==> src/hdl/nlej_pkg.sv <==
// Package for the nested-loop equi-join unit: sizes, row types, command and
// register codes, and the request bundle that drives the row store.
// No dependencies; every other file in hdl/ uses it by scoped names.
package nlej_pkg;

    // Store capacity in rows, and columns of the joined row that are kept.
    localparam int MAX_ROWS = 16;
    localparam int MAX_COLS = 10;

    // Columns carried by an input row and by a joined output row.
    localparam int IN_COLS  = 9;
    localparam int OUT_COLS = 10;
    localparam int COL_W    = 32;

    // Row address and fill count widths follow from the capacity.
    localparam int ROW_IDX_W = (MAX_ROWS > 1) ? $clog2(MAX_ROWS) : 1;
    localparam int ROW_CNT_W = $clog2(MAX_ROWS + 1);

    // Configuration port geometry.
    localparam int CFG_DATA_W = 4;
    localparam int CFG_IDX_W  = 2;

    typedef logic signed [COL_W-1:0] t_col;
    typedef t_col [IN_COLS-1:0]      t_row;
    typedef t_col [OUT_COLS-1:0]     t_out_row;
    typedef logic [ROW_IDX_W-1:0]    t_row_idx;
    typedef logic [ROW_CNT_W-1:0]    t_row_cnt;
    typedef logic [CFG_DATA_W-1:0]   t_cfg;

    // Item kinds carried in the input tuser.
    typedef enum logic [1:0] {
        CMD_LOAD  = 2'd0,
        CMD_PROBE = 2'd1,
        CMD_CLEAR = 2'd2,
        CMD_NOP   = 2'd3
    } t_cmd;

    // Configuration register indexes.
    typedef enum logic [CFG_IDX_W-1:0] {
        CFG_OUTER_WIDTH = 2'd0,
        CFG_INNER_WIDTH = 2'd1,
        CFG_OUTER_KEY   = 2'd2,
        CFG_INNER_KEY   = 2'd3
    } t_cfg_idx;

    // One write port and one read port of the row store.
    typedef struct packed {
        logic     wr_en;
        t_row_idx wr_addr;
        logic     rd_en;
        t_row_idx rd_addr;
    } t_store_req;

endpackage

==> src/hdl/nlej_row_store.sv <==
// Row store of the join unit: one stored row per entry, written whole on a
// load and read whole during a probe scan, with registered read data.
// Depends on nlej_pkg.
module nlej_row_store (
    input  logic                i_clk,
    input  nlej_pkg::t_store_req i_req,
    input  nlej_pkg::t_row      i_wr_row,
    output nlej_pkg::t_row      o_rd_row
);

    nlej_pkg::t_row mem [nlej_pkg::MAX_ROWS];
    nlej_pkg::t_row r_rd_row;

    // Write port.
    always_ff @(posedge i_clk) begin
        if (i_req.wr_en) begin
            mem[i_req.wr_addr] <= i_wr_row;
        end
    end

    // Read port; the data register holds while no read is issued.
    always_ff @(posedge i_clk) begin
        if (i_req.rd_en) begin
            r_rd_row <= mem[i_req.rd_addr];
        end
    end

    assign o_rd_row = r_rd_row;

endmodule

==> config.mk <==
export PLATFORM = sky130hd
export DESIGN_NAME = nlej_row_store
export DESIGN_NICKNAME = d
export VERILOG_FILES = /design/src/hdl/nlej_pkg.sv /design/src/hdl/nlej_row_store.sv
export SDC_FILE = /design/constraint.sdc
export NUM_CORES = 2
export LEC_CHECK = 0
export BUFFER_PORTS_ARGS = -buffer_cell sky130_fd_sc_hd__buf_2
export CAP_MARGIN = 20
export CORE_MARGIN = 2
export CORE_UTILIZATION = 40
export CTS_CLUSTER_DIAMETER = 80
export DETAILED_ROUTE_END_ITERATION = 8
export PLACE_DENSITY = 0.65
export SLEW_MARGIN = 10
export SYNTH_ARGS = -nofsm -noshare
export SYNTH_HDL_FRONTEND = slang
export SYNTH_MEMORY_MAX_BITS = 65536
export SYNTH_SLANG_ARGS = --single-unit
==> constraint.sdc <==
create_clock -name i_clk -period 28.7 [get_ports i_clk]
set_clock_uncertainty 0.05 [all_clocks]
set_input_delay 5.74 -clock i_clk [delete_from_list [all_inputs] [get_ports i_clk]]
set_output_delay 5.74 -clock i_clk [all_outputs]
set_load 0.02 [all_outputs]
==> flow_summary.yaml <==
finish:
  final_util: 0.463
  final_layout_size_suffix_gt1_frac: 0.291
  fin_nets: 8733
  final_common_cell: "edfxtp_1"
  layout_common_cells: "edfxtp_1 (4,896), mux4_2 (1,064), a22oi_1 (612)"
  area_growth_pct: 15.0
  fin_cells: 14900
sta:
  fmax_ghz: 0.0972
  rsz0062_at_grt: "false"
  worst_pin_slew_ns: 1.20
  setup_viol: 0
  finalSetupTns_ns: 0
  holdWs_ns: 0.687
  slew_headroom: 0.192
  hold_viol_final: 0
  period_share: 0.358
  fin_crit_ns: 10.29
  slew_viol_final: 0
clock_tree:
  insertion_delay_ns: 1.05
  cts.sinks: 4896
  cts_hold_buf: 0
  cts_inserted_buffers: 519
  clockBufferDepth: 4
  ctsResizeCount: 0
  h-tree-depth: 6
  clk_pin_slew_worst_paths_ns: 0.06
  cts_root_buf: "clkbuf_16"
  cts_setup_buffers: 0
  cts_tree: "built"
setup_path:
  crit_top_cell: "buf_4"
  required_ns: 29.42
  path_class: "input port to register"
  start_kind: "input port"
  cp_max_fo: 85
  path_cells: "buf_12 > buf_4 > buf_4 > buf_4 > buf_4 > buf_4 > mux4_2 > a22oi_1 > nand2_1"
  critPathCaptureType: "register"
  cp.arrival_ns: 11.01
  slowest_delay_ns: 0.82
  crit_slowest_cell: "buf_4"
route:
  wl_per_cell_um: 30.5
  vias_per_cell: 5.67
  routed_wl_mm: 453
  first_pass_iters: 7
  initialDrtViolationCount: 9631
  vias: 84200
  antenna_left: 0
  drcViolationCount: 0
power:
  vdd_drop_max_uv: 64.6
  power_density_nw_per_um2: 73.5
  p_leak_nw: 66.3
die:
  pin_count: 587
  fp.coreArea_sq_um: 449000
  die_h_um: 676
  row_count: 246
  die_w_um: 676
  initial_core_util: 0.402
  design.die.area_sq_um: 457000
hold_path:
  hp-class: "register to register"
logic_synthesis:
  synth_area_per_cell_sq_um: 24.0
  yosysUniqueCellTypes: 21
  syn_nets: 7826
  netlist_instances: 7527
  yosysWarnings: 0
  synth_seq_cells: 4896
  syn_area_sq_um: 181000
  ys_seq_area_frac: 0.813
placed_design:
  place.gp.congestion: 0.732
  place_inst: 13900
  io_buffers: 586
  hpwl_mm: 239
global_route:
  first_global_vias: 86300
  grt_start_max_net_pins: 130
  grt_pass1_wl_mm: 640
  antenna_found_initial: 180
  grt-ovfl-total: 0
  track_usage: 0.193
outcome:
  status: "finished, final reports clean"
job:
  cap_violations: 0
[power by group]
part | internal [mW] | switching [mW] | total [mW]
sequential | 8.06 | 0.0607 | 8.12
clock | 3.66 | 2.78 | 6.44
combinational | 0.264 | 0.462 | 0.725
total | 12.0 | 3.30 | 15.3
[cells by family after synthesis]
kind of cell           share of synthesized area
muxes                                      0.143
DFF                                        0.813
and+or+nand+nor                          0.00815
buffers and inverters                     0.0102
AOI/OAI and AO/OA                         0.0256
[sequential cells by signal, summed over array words and instances, names as in the netlist]
| register | cells |
|---|---|
| o_rd_row | 288 |
| mem | 4608 |
[worst paths after layout]
path	slack, ns	depth (start not counted)	startpoint	endpoint
worst max register to register	26.68	3	mem[7][5]	o_rd_row[5]
worst min-delay path	0.69	3	mem[15][105]	o_rd_row[105]
worst max-delay path	18.41	9	i_req[0]	o_rd_row[103]
worst min register to register	0.69	3	mem[15][105]	o_rd_row[105]
[metrics by stage]
stage	setup WS, ns	cell area, sq um	power [mW]
5_1_grt	17.92	208000	15.7
3_5_place_dp	17.15	191000	9.01
4_1_cts	18.33	208000	15.4
6_report	18.41	208000	15.3
3_3_place_gp	17.25	191000	8.98
2_1_floorplan	1.74	181000	8.70
[synthesized netlist by cell type]
cell / count / share of area
edfxtp_1: 4896 / 0.81
mux4_2: 1064 / 0.13
a22oi_1: 612 / 0.025
nand2_1: 281 / 0.0058
mux2i_1: 184 / 0.010
buf_2: 175 / 0.0048
clkbuf_1: 146 / 0.0030
buf_1: 45 / 0.00093
nand3_1: 45 / 0.0012
buf_4: 33 / 0.0014
nor2_1: 15 / 0.00031
nor2b_1: 8 / 0.00028
o21ai_0: 7 / 0.00019
and2_1: 4 / 0.00014
nor3_1: 4 / 0.00011
nand2b_1: 2 / 0.000069
nand3b_1: 2 / 0.000083
buf_6: 1 / 0.000062
nor2_2: 1 / 0.000035
o21ai_1: 1 / 0.000028
or3b_2: 1 / 0.000048
[per-layer routing]
| metal | GRT usage | up-vias | routed length, um | part of all wire |
|---|---|---|---|---|
| met5 | 0 | - | 456 | 0.0010 |
| li1 | - | 34300 | - | - |
| met2 | 0.323 | 3489 | 226000 | 0.50 |
| met1 | 0.254 | 45600 | 177000 | 0.39 |
| met3 | 0.0451 | 747 | 37800 | 0.084 |
| met4 | 0.0550 | 80 | 11700 | 0.026 |
[area by class of cell]
type | count | area (sq um)
clock inverter | 267 | 2610
multi-input combinational | 2231 | 32100
fill | 36300 | 242000
tap | 5952 | 7450
antenna | 64 | 160
timing repair buffer | 786 | 4750
sequential | 4896 | 147000
clock buffer | 660 | 13800
[worst max-delay path, delay by kind of cell]
kind                   cells  cell delay (ns)
AOI/OAI and AO/OA          1             0.22
buffers and inverters      6             4.02
and+or+nand+nor            1             0.09
muxes                      1             0.60
Note: power is estimated with default switching activity, not from simulation.
